`config.mk`:
```
export PLATFORM = sky130hd
export DESIGN_NAME = pli_ram
export DESIGN_NICKNAME = d
export VERILOG_FILES = /design/src/pli_ram.sv
export SDC_FILE = /design/constraint.sdc
export NUM_CORES = 2
export LEC_CHECK = 0
export BUFFER_PORTS_ARGS = -buffer_cell sky130_fd_sc_hd__buf_2
export CORE_ASPECT_RATIO = 1.5
export CORE_MARGIN = 1.5
export CORE_UTILIZATION = 65
export DETAILED_ROUTE_END_ITERATION = 12
export PLACE_DENSITY_LB_ADDON = 0.15
export REMOVE_ABC_BUFFERS = 1
export SLEW_MARGIN = 20
export SYNTH_ARGS = -nofsm -noshare
export SYNTH_HDL_FRONTEND = slang
export SYNTH_SLANG_ARGS = --single-unit
```
`constraint.sdc`:
```
create_clock -name clk -period 6.65 [get_ports clk]
set_input_delay 0.3325 -clock clk [delete_from_list [all_inputs] [get_ports clk]]
set_output_delay 0.3325 -clock clk [all_outputs]
set_load 0.005 [all_outputs]
```
`src/pli_ram.sv`:
```
// ----------------------------------------------------------------------------
// pli_ram: generic single-port-write, single-port-read memory
// One write and one registered read per cycle.
// ----------------------------------------------------------------------------
module pli_ram #(
  parameter int WIDTH = 64,
  parameter int DEPTH = 32
) (
  input  logic                     clk,
  input  logic                     we,
  input  logic [$clog2(DEPTH)-1:0] waddr,
  input  logic [WIDTH-1:0]         wdata,
  input  logic [$clog2(DEPTH)-1:0] raddr,
  output logic [WIDTH-1:0]         rdata
);

  logic [WIDTH-1:0] mem [DEPTH];

  always_ff @(posedge clk) begin
    if (we) begin
      mem[waddr] <= wdata;
    end
    rdata <= mem[raddr];
  end

endmodule

```
==> summary.txt <==
Logic synthesis
  – Largest area contributor in the netlist: edfxtp_1
  – Mapped Cells: 3097
  – Mapped cell area: 79000 um^2
  – Register area share after synthesis: 0.795
  – Syn. warnings: 0
  – Yosys cell types: 31
  – Most common cell in the synthesized netlist: edfxtp_1
  – Syn Area/Cell: 25.5 um^2
  – Main flop type after synthesis: edfxtp_1
  – Synth area leaders: edfxtp_1, mux4_2, dfxtp_1
  – Post-synth top area share: 0.779
  – EDFF count, synth: 2048
  – Synth cell count leaders: edfxtp_1, mux4_2, mux2_2
  – Synth Register Bits: 2112
  – FFs w/ async S/R, synth: 0

Die
  – Core area: 120000 um^2
  – Die Width: 288 um
  – Die ar.: 124000 um^2
  – I/O pin cnt: 140
  – Die Height: 430 um
  – Rows: 156
  – Initial Utilization: 0.656

Power
  – Pint: 21.3 mW
  – Comb pwr share: 0.048
  – Switching share of power: 0.201
  – Static leakage: 27.7 nW
  – Power density over cell area: 301 nW/um^2
  – Psw: 5.35 mW
  – Worst VDD drop: 0.285 mV
  – Reg power frac: 0.558
  – Final Power: 26.6 mW
  – Clock power share: 0.394

Clocking
  – H-Tree Level Count: 4
  – Worst-Skew Late Latency: 0.80 ns
  – CTS tree: built
  – Clock Path Buffers: 3
  – # resized after CTS: 0
  – CTS clk-pin slew, worst paths: 0.07 ns
  – CTS Buf Count: 179
  – Clock sink count: 2112
  – Root cell of the clock tree: clkbuf_16

STA
  – Final period utilization: 0.359
  – Fin Setup TNS: 0 ns
  – Clock Skew: 0.0148 ns
  – Final Setup Violations: 0
  – Max_slew headroom: 0.208
  – Slew Viols, Final: 0
  – Hold WS: 0.0540 ns
  – Maximum clock rate: 0.418 GHz
  – Endpoints failing hold: 0
  – Min cycle time layout: 2.39 ns
  – Worst-margin pin slew: 1.19 ns
  – RSZ-0062 raised after global routing: no

Routing
  – Number of DRC markers in iteration 0: 4507
  – Post-DR wirelength/cell: 36.2 um
  – Vias: 35917
  – Vias per Instance: 7.01
  – ANT nets after route: 0
  – DRC viols: 0
  – Detailed Routing Iterations Pass 1: 5
  – Routed wire length: 186000 um

Critical path
  – Critical Path RT: 7.34 ns
  – CP arrival: 3.08 ns
  – Worst-path fanout max: 45
  – Max incr delay on CP: 0.72 ns
  – CP Capture Type: register
  – Setup crit start kind: input pin
  – CP max stage cell: buf_4
  – CP most frequent cell: buf_4
  – CP delay by family, top: buffers and inverters
  – Critical path class: in -> reg
  – Worst-path cell chain: buf_6, buf_4, buf_4, mux4_2, mux2_2
  – Crit path buffers/inverters: 3

Status
  – Status: finished, final reports clean

Global routing
  – GR Overflow Total: 0
  – Vias in the first global route: 37560
  – First-pass GRT wire length: 265000 um
  – Initial antenna violation count: 5
  – All-layer global routing usage: 0.310
  – Pin count of the biggest net entering global routing: 126

Cells and area
  – Sequential Area: 62800 um^2
  – Share of layout cells above drive strength 1: 0.337
  – Area occupied by multi-input gates: 15700 um^2
  – Fillers: 6318
  – Final Net Count: 3470
  – Area grow syn2layout: 12.2%

Place
  – Placer Congestion: 0.748
  – Post-DP HPWL: 88200 um
  – Port Buffers: 139

Run
  – Max-cap violations: 0

Hold path
  – Hold Crit Class: in -> reg
-- kinds of logic (layout without fill, tap and decap cells) --
| group | count (synthesis) | in the layout | synth area share |
|---|---|---|---|
| multiplexers | 714 | 714 | 0.187 |
| other | 0 | 2 | 0 |
| buffers and inverters | 157 | 605 | 0.00944 |
| AO/OA/AOI/OAI | 50 | 50 | 0.00466 |
| AND/OR/NAND/NOR | 64 | 64 | 0.00379 |
| flip-flops | 2112 | 2112 | 0.795 |
-- routing by layer --
metal,vias up,GRT usage,part of all wire
met4,2,0.0961,0.030
met1,19422,0.427,0.35
met2,2101,0.521,0.52
li1,14055,-,-
met3,337,0.0495,0.093
met5,-,0,0.000070
-- per-stage QoR --
stage          area (um^2)  std cells  worst slack (ns)   util
2_1_floorplan        78200       2941              2.57      -
4_1_cts              88600       5124              4.29  0.735
6_report             88600       5127              4.26  0.736
3_5_place_dp         82100       4731              3.44  0.681
3_3_place_gp         82000       4730              3.33  0.681
5_1_grt              88600       5126              4.14  0.736
-- cell type report --
type,instances,area share
multi-input combinational,828,0.177
timing repair buffer,272,0.0254
sequential,2112,0.709
inverter,1,0.0000424
clock inverter,96,0.0101
antenna,2,0.0000565
clock buffer,236,0.0566
tap,1580,0.0223
-- cells in the final DEF, fill, tap and decap left out, types with 3 or more instances in the layout --
master         count
a211oi_1           3
a221oi_1          12
a22oi_1            3
and2_1             3
buf_12            26
buf_2            134
buf_4             44
buf_8              3
bufinv_16         16
clkbuf_1          34
clkbuf_16        187
clkbuf_8          15
clkinv_1          27
clkinv_2          39
clkinv_4           3
clkinvlp_4         7
dfxtp_1           64
dlygate4sd3_1     61
edfxtp_1        2048
inv_6              4
mux2_2            74
mux2i_1           38
mux4_2           602
nand2_1            3
nand3b_1           5
nor2_1             9
nor2_4            32
nor2b_1            4
o211ai_1           3
o21ai_0            9
o221ai_1           3
o22ai_1           10
o2bb2ai_1          3
o31a_1             3
-- worst paths after layout --
path                            slack, ns        from  cells after the start   endpoint
worst min register to register       0.80  mem[4][34]                      3  rdata[34]
worst max register to register       4.82  mem[8][53]                      3  rdata[53]
worst min-delay path                 0.05    raddr[3]                      2  rdata[43]
worst max-delay path                 4.26    raddr[4]                      5  rdata[63]
-- flip-flops by register name (all words and copies together) (netlist names) --
register / count
rdata: 64
mem: 2048
-- power by group through the flow --
stage,logic [mW],clock network [mW],registers [mW]
finish,1.27,10.5,14.9
global route,1.34,11.1,14.9
CTS,1.28,10.6,14.9
detailed placement,1.24,0,15.1
global placement,1.20,0,15.1
floorplan,0.578,0,15.1
-- what timing repair did --
action                                 4_1_cts  5_1_grt
hold buffers                                61        0
endpoints found under the hold margin     1913        0
setup buffers                                0        0
No activity file was read; power rests on OpenSTA's default activity.
