### src/pli_pkg.sv
// ----------------------------------------------------------------------------
// pli_pkg: shared types and constants of the piecewise linear interpolator
// Table entry, controller states, divider request and response, field codes.
// ----------------------------------------------------------------------------
package pli_pkg;

  localparam int PTS_W     = 6;
  localparam int IDX_W     = 5;
  localparam int MAG_W     = 32;
  localparam int PROD_W    = 2 * MAG_W;
  localparam int NUM_W     = PROD_W + 1;
  localparam int QUO_W     = 41;
  localparam int DIV_BITS  = 42;
  localparam int DIV_STEP  = 2;
  localparam int DIV_ITERS = DIV_BITS / DIV_STEP;
  localparam int DCNT_W    = $clog2(DIV_ITERS);
  localparam int SUM_W     = QUO_W + 2;

  typedef logic signed [31:0] q16_t;

  typedef struct packed {
    q16_t x;
    q16_t y;
  } entry_t;

  localparam int ENTRY_W = $bits(entry_t);

  typedef enum logic [3:0] {
    ST_IDLE,
    ST_RD_LAST,
    ST_RD_PEN,
    ST_RD_FIRST,
    ST_SCAN,
    ST_DIFF,
    ST_MUL,
    ST_DIV_GO,
    ST_DIV_WAIT,
    ST_OUT
  } state_t;

  typedef struct packed {
    logic               start;
    logic [NUM_W-1:0]   num;
    logic [MAG_W-1:0]   den;
  } div_req_t;

  typedef struct packed {
    logic               done;
    logic [QUO_W-1:0]   quo;
  } div_rsp_t;

  localparam logic FUNC_WRITE  = 1'b0;
  localparam logic FUNC_QUERY  = 1'b1;
  localparam logic STATUS_OK   = 1'b0;
  localparam logic STATUS_FLAT = 1'b1;

  localparam logic [QUO_W-1:0] QUO_CAP = {1'b1, {(QUO_W - 1){1'b0}}};
  localparam q16_t Q16_MAX = 32'sh7fff_ffff;
  localparam q16_t Q16_MIN = 32'sh8000_0000;
  localparam logic [PTS_W-1:0] PTS_RESET = 6'd2;

endpackage

### src/pli_div.sv
// ----------------------------------------------------------------------------
// pli_div: iterative restoring divider, two quotient bits per cycle
// Quotient of a 65-bit numerator by a 32-bit divisor, capped at 2^40.
// ----------------------------------------------------------------------------
module pli_div (
  input  logic              clk,
  input  logic              rst_n,
  input  pli_pkg::div_req_t req,
  output pli_pkg::div_rsp_t rsp
);

  import pli_pkg::*;

  logic                busy_r, busy_nxt;
  logic                done_r, done_nxt;
  logic [DCNT_W-1:0]   cnt_r, cnt_nxt;
  logic [MAG_W-1:0]    den_r, den_nxt;
  logic [MAG_W-1:0]    rem_r, rem_nxt;
  logic [DIV_BITS-1:0] dvd_r, dvd_nxt;
  logic [DIV_BITS-1:0] quo_r, quo_nxt;
  logic [QUO_W-1:0]    res_r, res_nxt;

  logic [MAG_W:0]      rem_w;
  logic [MAG_W-1:0]    rem_t;
  logic [DIV_BITS-1:0] dvd_t;
  logic [DIV_BITS-1:0] quo_t;
  logic                over;

  // two dependent restoring steps
  always_comb begin
    rem_t = rem_r;
    dvd_t = dvd_r;
    quo_t = quo_r;
    rem_w = '0;
    for (int s = 0; s < DIV_STEP; s++) begin
      rem_w = {rem_t, dvd_t[DIV_BITS-1]};
      dvd_t = {dvd_t[DIV_BITS-2:0], 1'b0};
      if (rem_w >= {1'b0, den_r}) begin
        rem_w = rem_w - {1'b0, den_r};
        quo_t = {quo_t[DIV_BITS-2:0], 1'b1};
      end else begin
        quo_t = {quo_t[DIV_BITS-2:0], 1'b0};
      end
      rem_t = rem_w[MAG_W-1:0];
    end
  end

  assign over = {{(MAG_W - (NUM_W - QUO_W)){1'b0}}, req.num[NUM_W-1:QUO_W]} >= req.den;

  always_comb begin
    busy_nxt = busy_r;
    done_nxt = 1'b0;
    cnt_nxt  = cnt_r;
    den_nxt  = den_r;
    rem_nxt  = rem_r;
    dvd_nxt  = dvd_r;
    quo_nxt  = quo_r;
    res_nxt  = res_r;
    if (req.start) begin
      if (over) begin
        res_nxt  = QUO_CAP;
        done_nxt = 1'b1;
      end else begin
        busy_nxt = 1'b1;
        cnt_nxt  = '0;
        den_nxt  = req.den;
        rem_nxt  = MAG_W'(req.num[NUM_W-1:DIV_BITS]);
        dvd_nxt  = req.num[DIV_BITS-1:0];
        quo_nxt  = '0;
      end
    end else if (busy_r) begin
      rem_nxt = rem_t;
      dvd_nxt = dvd_t;
      quo_nxt = quo_t;
      cnt_nxt = cnt_r + DCNT_W'(1);
      if (cnt_r == DCNT_W'(DIV_ITERS - 1)) begin
        busy_nxt = 1'b0;
        done_nxt = 1'b1;
        res_nxt  = (quo_t > DIV_BITS'(QUO_CAP)) ? QUO_CAP : quo_t[QUO_W-1:0];
      end
    end
  end

  always_ff @(posedge clk) begin
    if (!rst_n) begin
      busy_r <= 1'b0;
      done_r <= 1'b0;
      cnt_r  <= '0;
    end else begin
      busy_r <= busy_nxt;
      done_r <= done_nxt;
      cnt_r  <= cnt_nxt;
    end
  end

  always_ff @(posedge clk) begin
    den_r <= den_nxt;
    rem_r <= rem_nxt;
    dvd_r <= dvd_nxt;
    quo_r <= quo_nxt;
    res_r <= res_nxt;
  end

  assign rsp.done = done_r;
  assign rsp.quo  = res_r;

endmodule

### config.mk
export PLATFORM = sky130hd
export DESIGN_NAME = pli_div
export DESIGN_NICKNAME = d
export VERILOG_FILES = /design/src/pli_pkg.sv /design/src/pli_div.sv
export SDC_FILE = /design/constraint.sdc
export NUM_CORES = 1
export LEC_CHECK = 0
export ABC_AREA = 1
export BUFFER_PORTS_ARGS = -buffer_cell sky130_fd_sc_hd__buf_2
export CAP_MARGIN = 40
export CORE_MARGIN = 5
export CORE_UTILIZATION = 60
export CTS_BUF_LIST = sky130_fd_sc_hd__clkbuf_8
export CTS_CLUSTER_SIZE = 14
export DETAILED_ROUTE_END_ITERATION = 8
export GPL_ROUTABILITY_DRIVEN = 0
export GPL_TIMING_DRIVEN = 1
export PLACE_DENSITY = 0.89
export SLEW_MARGIN = 0
export SYNTH_ARGS = -nofsm -noshare
export SYNTH_HDL_FRONTEND = slang
export SYNTH_SLANG_ARGS = --single-unit
### constraint.sdc
create_clock -name clk -period 6.3 [get_ports clk]
set_input_delay 0.945 -clock clk [delete_from_list [all_inputs] [get_ports clk]]
set_output_delay 0.945 -clock clk [all_outputs]
set_load 0.005 [all_outputs]
==> impl_metrics.xml <==
<?xml version="1.0" encoding="UTF-8"?>
<metrics>
  <group name="status">
    <metric name="run_status" unit="">complete, no violations</metric>
  </group>
  <group name="drt">
    <metric name="wirelength_per_cell" unit="microns">17.60</metric>
    <metric name="detailed_route_via_count" unit="">12170</metric>
    <metric name="viasPerCell" unit="">5.862</metric>
    <metric name="drt_drc_violations_left" unit="">0</metric>
    <metric name="antenna_nets_post_route" unit="">0</metric>
    <metric name="drt_pass1_iterations" unit="">8</metric>
    <metric name="detail_route.iter0.violations" unit="">1659</metric>
    <metric name="detail_route.wirelength" unit="mm">36.53</metric>
  </group>
  <group name="sta">
    <metric name="finClkSkew" unit="ns">0.02190</metric>
    <metric name="relSlewSlack" unit="">0.4386</metric>
    <metric name="timing.fmax" unit="MHz">171.1</metric>
    <metric name="totalNegativeSetupSlack" unit="ns">0</metric>
    <metric name="worst_slew_pin_slew" unit="ns">0.8421</metric>
    <metric name="timing.final.crit_share" unit="">0.9276</metric>
    <metric name="timing_hold_violations_final" unit="">0</metric>
    <metric name="timing.hold.ws" unit="ns">0.5101</metric>
    <metric name="final.min_clock_period" unit="ns">5.844</metric>
    <metric name="rsz0062_at_grt" unit="">false</metric>
    <metric name="timing_max_transition_violations_final" unit="">0</metric>
    <metric name="report.final.setup_viol" unit="">0</metric>
  </group>
  <group name="pwr">
    <metric name="power_per_cell_area" unit="nW/um^2">560.2</metric>
    <metric name="swShare" unit="">0.5290</metric>
    <metric name="combinationalPowerShare" unit="">0.671</metric>
    <metric name="p_int" unit="mW">3.827</metric>
    <metric name="irDropWorstVdd" unit="mV">0.2789</metric>
    <metric name="netSwitchingPower" unit="mW">4.299</metric>
    <metric name="part_of_the_power_in_registers" unit="">0.220</metric>
    <metric name="total_power" unit="mW">8.125</metric>
    <metric name="leakagePower" unit="nW">6.952</metric>
    <metric name="p_clk_frac" unit="">0.109</metric>
  </group>
  <group name="yosys">
    <metric name="synth.yosys.seq_area_share" unit="">0.4407</metric>
    <metric name="synthesis.area" unit="sq um">13060</metric>
    <metric name="synth.top_cells.by_area" unit="">edfxtp_1 43%, nand2_1 14%, ha_1 8.6%, inv_1 6.9%, a21oi_1 4.5%</metric>
    <metric name="synth_edf_count" unit="">187</metric>
    <metric name="ys_top_cells_by_count" unit="">495 x nand2_1, 240 x inv_1, 187 x edfxtp_1</metric>
    <metric name="synthDistinctLibCells" unit="">42</metric>
    <metric name="yosys_most_used_dff" unit="">edfxtp_1</metric>
    <metric name="synth_net_count" unit="">1843</metric>
    <metric name="most_frequent_cell_after_synthesis" unit="">nand2_1</metric>
    <metric name="area_leader_netlist" unit="">edfxtp_1</metric>
    <metric name="post-synth-top-area-fraction" unit="">0.4299</metric>
    <metric name="synthCells" unit="">1651</metric>
    <metric name="synth-async-reset-ratio" unit="">0</metric>
    <metric name="yosys_warnings" unit="">0</metric>
    <metric name="synth_area_per_cell" unit="sq um">7.911</metric>
    <metric name="postSynthRegisterBits" unit="">194</metric>
  </group>
  <group name="global_routing">
    <metric name="first_pass_grt_wire_length" unit="mm">57.68</metric>
    <metric name="grt_util_met3" unit="">0.06049</metric>
    <metric name="most_crowded_layer_after_global_routing" unit="">met2</metric>
    <metric name="global_route.overflow_total" unit="">0</metric>
    <metric name="grt_util_met2" unit="">0.4950</metric>
    <metric name="grt_start_max_net_pins" unit="">75</metric>
    <metric name="track_usage" unit="">0.2932</metric>
    <metric name="met1_resource_use_gr" unit="">0.3589</metric>
    <metric name="grt_pass1_vias" unit="">11690</metric>
    <metric name="initial_antenna_violation_count" unit="">5</metric>
  </group>
  <group name="clocking">
    <metric name="cts-htree-levels" unit="">4</metric>
    <metric name="cts_tree" unit="">built</metric>
    <metric name="post_cts_resize_count" unit="">0</metric>
    <metric name="post_cts_setup_buffers" unit="">0</metric>
    <metric name="hold_buffers" unit="">0</metric>
    <metric name="clock_insertion_delay_worst_skew" unit="ns">0.50</metric>
    <metric name="cts.sinks" unit="">194</metric>
    <metric name="cts.reportedPaths.clkPinSlew" unit="ns">0.12</metric>
    <metric name="ctsRootBufferMaster" unit="">clkbuf_8</metric>
    <metric name="cts_buffers" unit="">17</metric>
    <metric name="clock_tree.buffer_depth" unit="">2</metric>
  </group>
  <group name="floorplan">
    <metric name="ios" unit="">142</metric>
    <metric name="starting_density_of_the_core" unit="">0.6041</metric>
    <metric name="core_area" unit="sq um">21620</metric>
    <metric name="chipHeight" unit="microns">157.5</metric>
    <metric name="placementRows" unit="">54</metric>
    <metric name="die-width" unit="microns">157.5</metric>
    <metric name="design.die.area" unit="sq um">24820</metric>
  </group>
  <group name="setup_path">
    <metric name="critPathRequiredTime" unit="ns">6.64</metric>
    <metric name="timing.reg2reg.worst_path_depth" unit="">27</metric>
    <metric name="rrSetupSlack" unit="ns">0.46</metric>
    <metric name="arrival" unit="ns">6.19</metric>
    <metric name="worstSetupStartpointType" unit="">flop</metric>
    <metric name="worstReg2RegStart" unit="">rem_r[5]$_DFFE_PP_</metric>
    <metric name="setup.worst_path.end_class" unit="">flop</metric>
    <metric name="r2r_end" unit="">rem_r[23]$_SDFFCE_PP0P_</metric>
    <metric name="timing.setup.critical_path_class" unit="">reg -&gt; reg</metric>
    <metric name="timing.critical_path.fanout_max" unit="">42</metric>
  </group>
  <group name="placement">
    <metric name="numPortBuffers" unit="">141</metric>
    <metric name="post-dp-hpwl" unit="mm">27.19</metric>
    <metric name="dp.cells" unit="">2042</metric>
  </group>
  <group name="final_layout">
    <metric name="post_layout_nonfiller_instances" unit="">2076</metric>
    <metric name="ratio_of_cells_with_drive_above_1_in_the_final_layout" unit="">0.1249</metric>
    <metric name="final_core_utilization" unit="">0.6709</metric>
    <metric name="num-nets-final" unit="">1973</metric>
    <metric name="syn_to_final_growth" unit="%">11.05</metric>
  </group>
  <group name="min_path">
    <metric name="timing.hold.worst_endpoint" unit="">busy_r$_SDFFE_PN0P_</metric>
    <metric name="min-delay-path-class" unit="">reg -&gt; reg</metric>
    <metric name="hold_path_startpoint" unit="">busy_r$_SDFFE_PN0P_</metric>
    <metric name="hold-path-cell-count" unit="">2</metric>
  </group>
  <group name="job">
    <metric name="max_cap_violations" unit="">0</metric>
  </group>
</metrics>
## worst max-delay path: stages, from the launching register on
cell and delay, ns:
edfxtp_1 0.43, ha_1 0.38, nand2_1 0.13, nor2_1 0.28
nand2_1 0.09, nand2_1 0.11, nand2_1 0.07, nand3_2 0.09
nand3_2 0.09, nand2_2 0.29, buf_4 0.42, nand2_1 0.09
o21ai_0 0.16, inv_1 0.08, ha_1 0.36, a21o_1 0.23
a21oi_1 0.14, nand2_1 0.13, nand2_1 0.08, nand2_1 0.12
nand2_1 0.09, nand2_1 0.10, nand2_2 0.41, nand4_2 0.50
buf_4 0.38, nor2_4 0.22, nand2_1 0.09, o21ai_1 0.09
## metrics by stage
| step | setup WS [ns] | area [sq um] |
|---|---|---|
| after floorplan | 1.315 | 13060 |
| after global placement | 0.7909 | 14000 |
| after detailed placement | 0.7326 | 14060 |
| after CTS | 0.6611 | 14500 |
| after global routing | 0.08598 | 14510 |
| final | 0.4559 | 14510 |
## routing by layer
metal | routed length [microns] | share of wire
met5 | 38 | 0.0010
met4 | 1995 | 0.055
met3 | 3850 | 0.11
met2 | 17430 | 0.48
met1 | 13220 | 0.36
## registers in the layout (all words and copies together), names as in the netlist
signal,flops
res_r,41
cnt_r,5
busy_r,1
dvd_r,42
den_r,32
done_r,1
quo_r,40
rem_r,32
## how the worst max path moves through the flow
stage                   startpoint                       to  slack (ns)  depth (start not counted)
5_1_grt        rem_r[18]$_DFFE_PP_  rem_r[30]$_SDFFCE_PP0P_        0.09                         28
3_3_place_gp   den_r[16]$_DFFE_PP_  rem_r[30]$_SDFFCE_PP0P_        0.79                         28
2_1_floorplan               req[6]   dvd_r[0]$_SDFFCE_PN0P_        1.31                         11
6_report        rem_r[5]$_DFFE_PP_  rem_r[23]$_SDFFCE_PP0P_        0.46                         27
3_5_place_dp   den_r[16]$_DFFE_PP_  rem_r[30]$_SDFFCE_PP0P_        0.73                         28
4_1_cts        den_r[16]$_DFFE_PP_  rem_r[23]$_SDFFCE_PP0P_        0.66                         28
## cell usage in the layout, fill, tap and decap left out, types with 6 or more instances in the layout
cell type / n
buf_2: 140
dfxtp_1: 7
o21ai_1: 6
edfxtp_1: 187
o21bai_1: 7
nand2_2: 6
nand3b_1: 7
nor2_1: 130
inv_1: 240
inv_2: 6
or2_2: 6
ha_1: 90
xnor2_1: 30
clkbuf_8: 17
nor4_1: 8
nand3_1: 94
a21oi_2: 10
o21ai_0: 64
nor3_1: 16
a21oi_1: 118
nand2_1: 493
nand4_1: 28
buf_4: 10
a21o_1: 6
xor2_1: 15
## power groups by stage
| stage | logic, mW | registers, mW | clock network (mW) |
|---|---|---|---|
| 2_1_floorplan | 3.93 | 1.78 | 0 |
| 3_3_place_gp | 4.98 | 1.80 | 0 |
| 3_5_place_dp | 5.12 | 1.81 | 0 |
| 4_1_cts | 5.20 | 1.78 | 0.890 |
| 5_1_grt | 5.92 | 1.80 | 0.942 |
| 6_report | 5.45 | 1.78 | 0.888 |
## cell families after synthesis
family	share of synthesized area
simple gates	0.2596
fa+ha+maj	0.08928
xor+xnor	0.03018
flops	0.4407
compound gates	0.09455
buf+inv	0.08574
## area by class of cell
class                      count  area (sq um)
antenna                        2         5.005
clock buffer                  17         234.0
timing repair buffer         152         830.8
fill                        1652          7116
tap                          280         350.3
clock inverter                15         210.2
inverter                     246         923.4
multi-input combinational   1170          6196
sequential                   194          5756
Note: power is estimated with default switching activity, not from simulation.
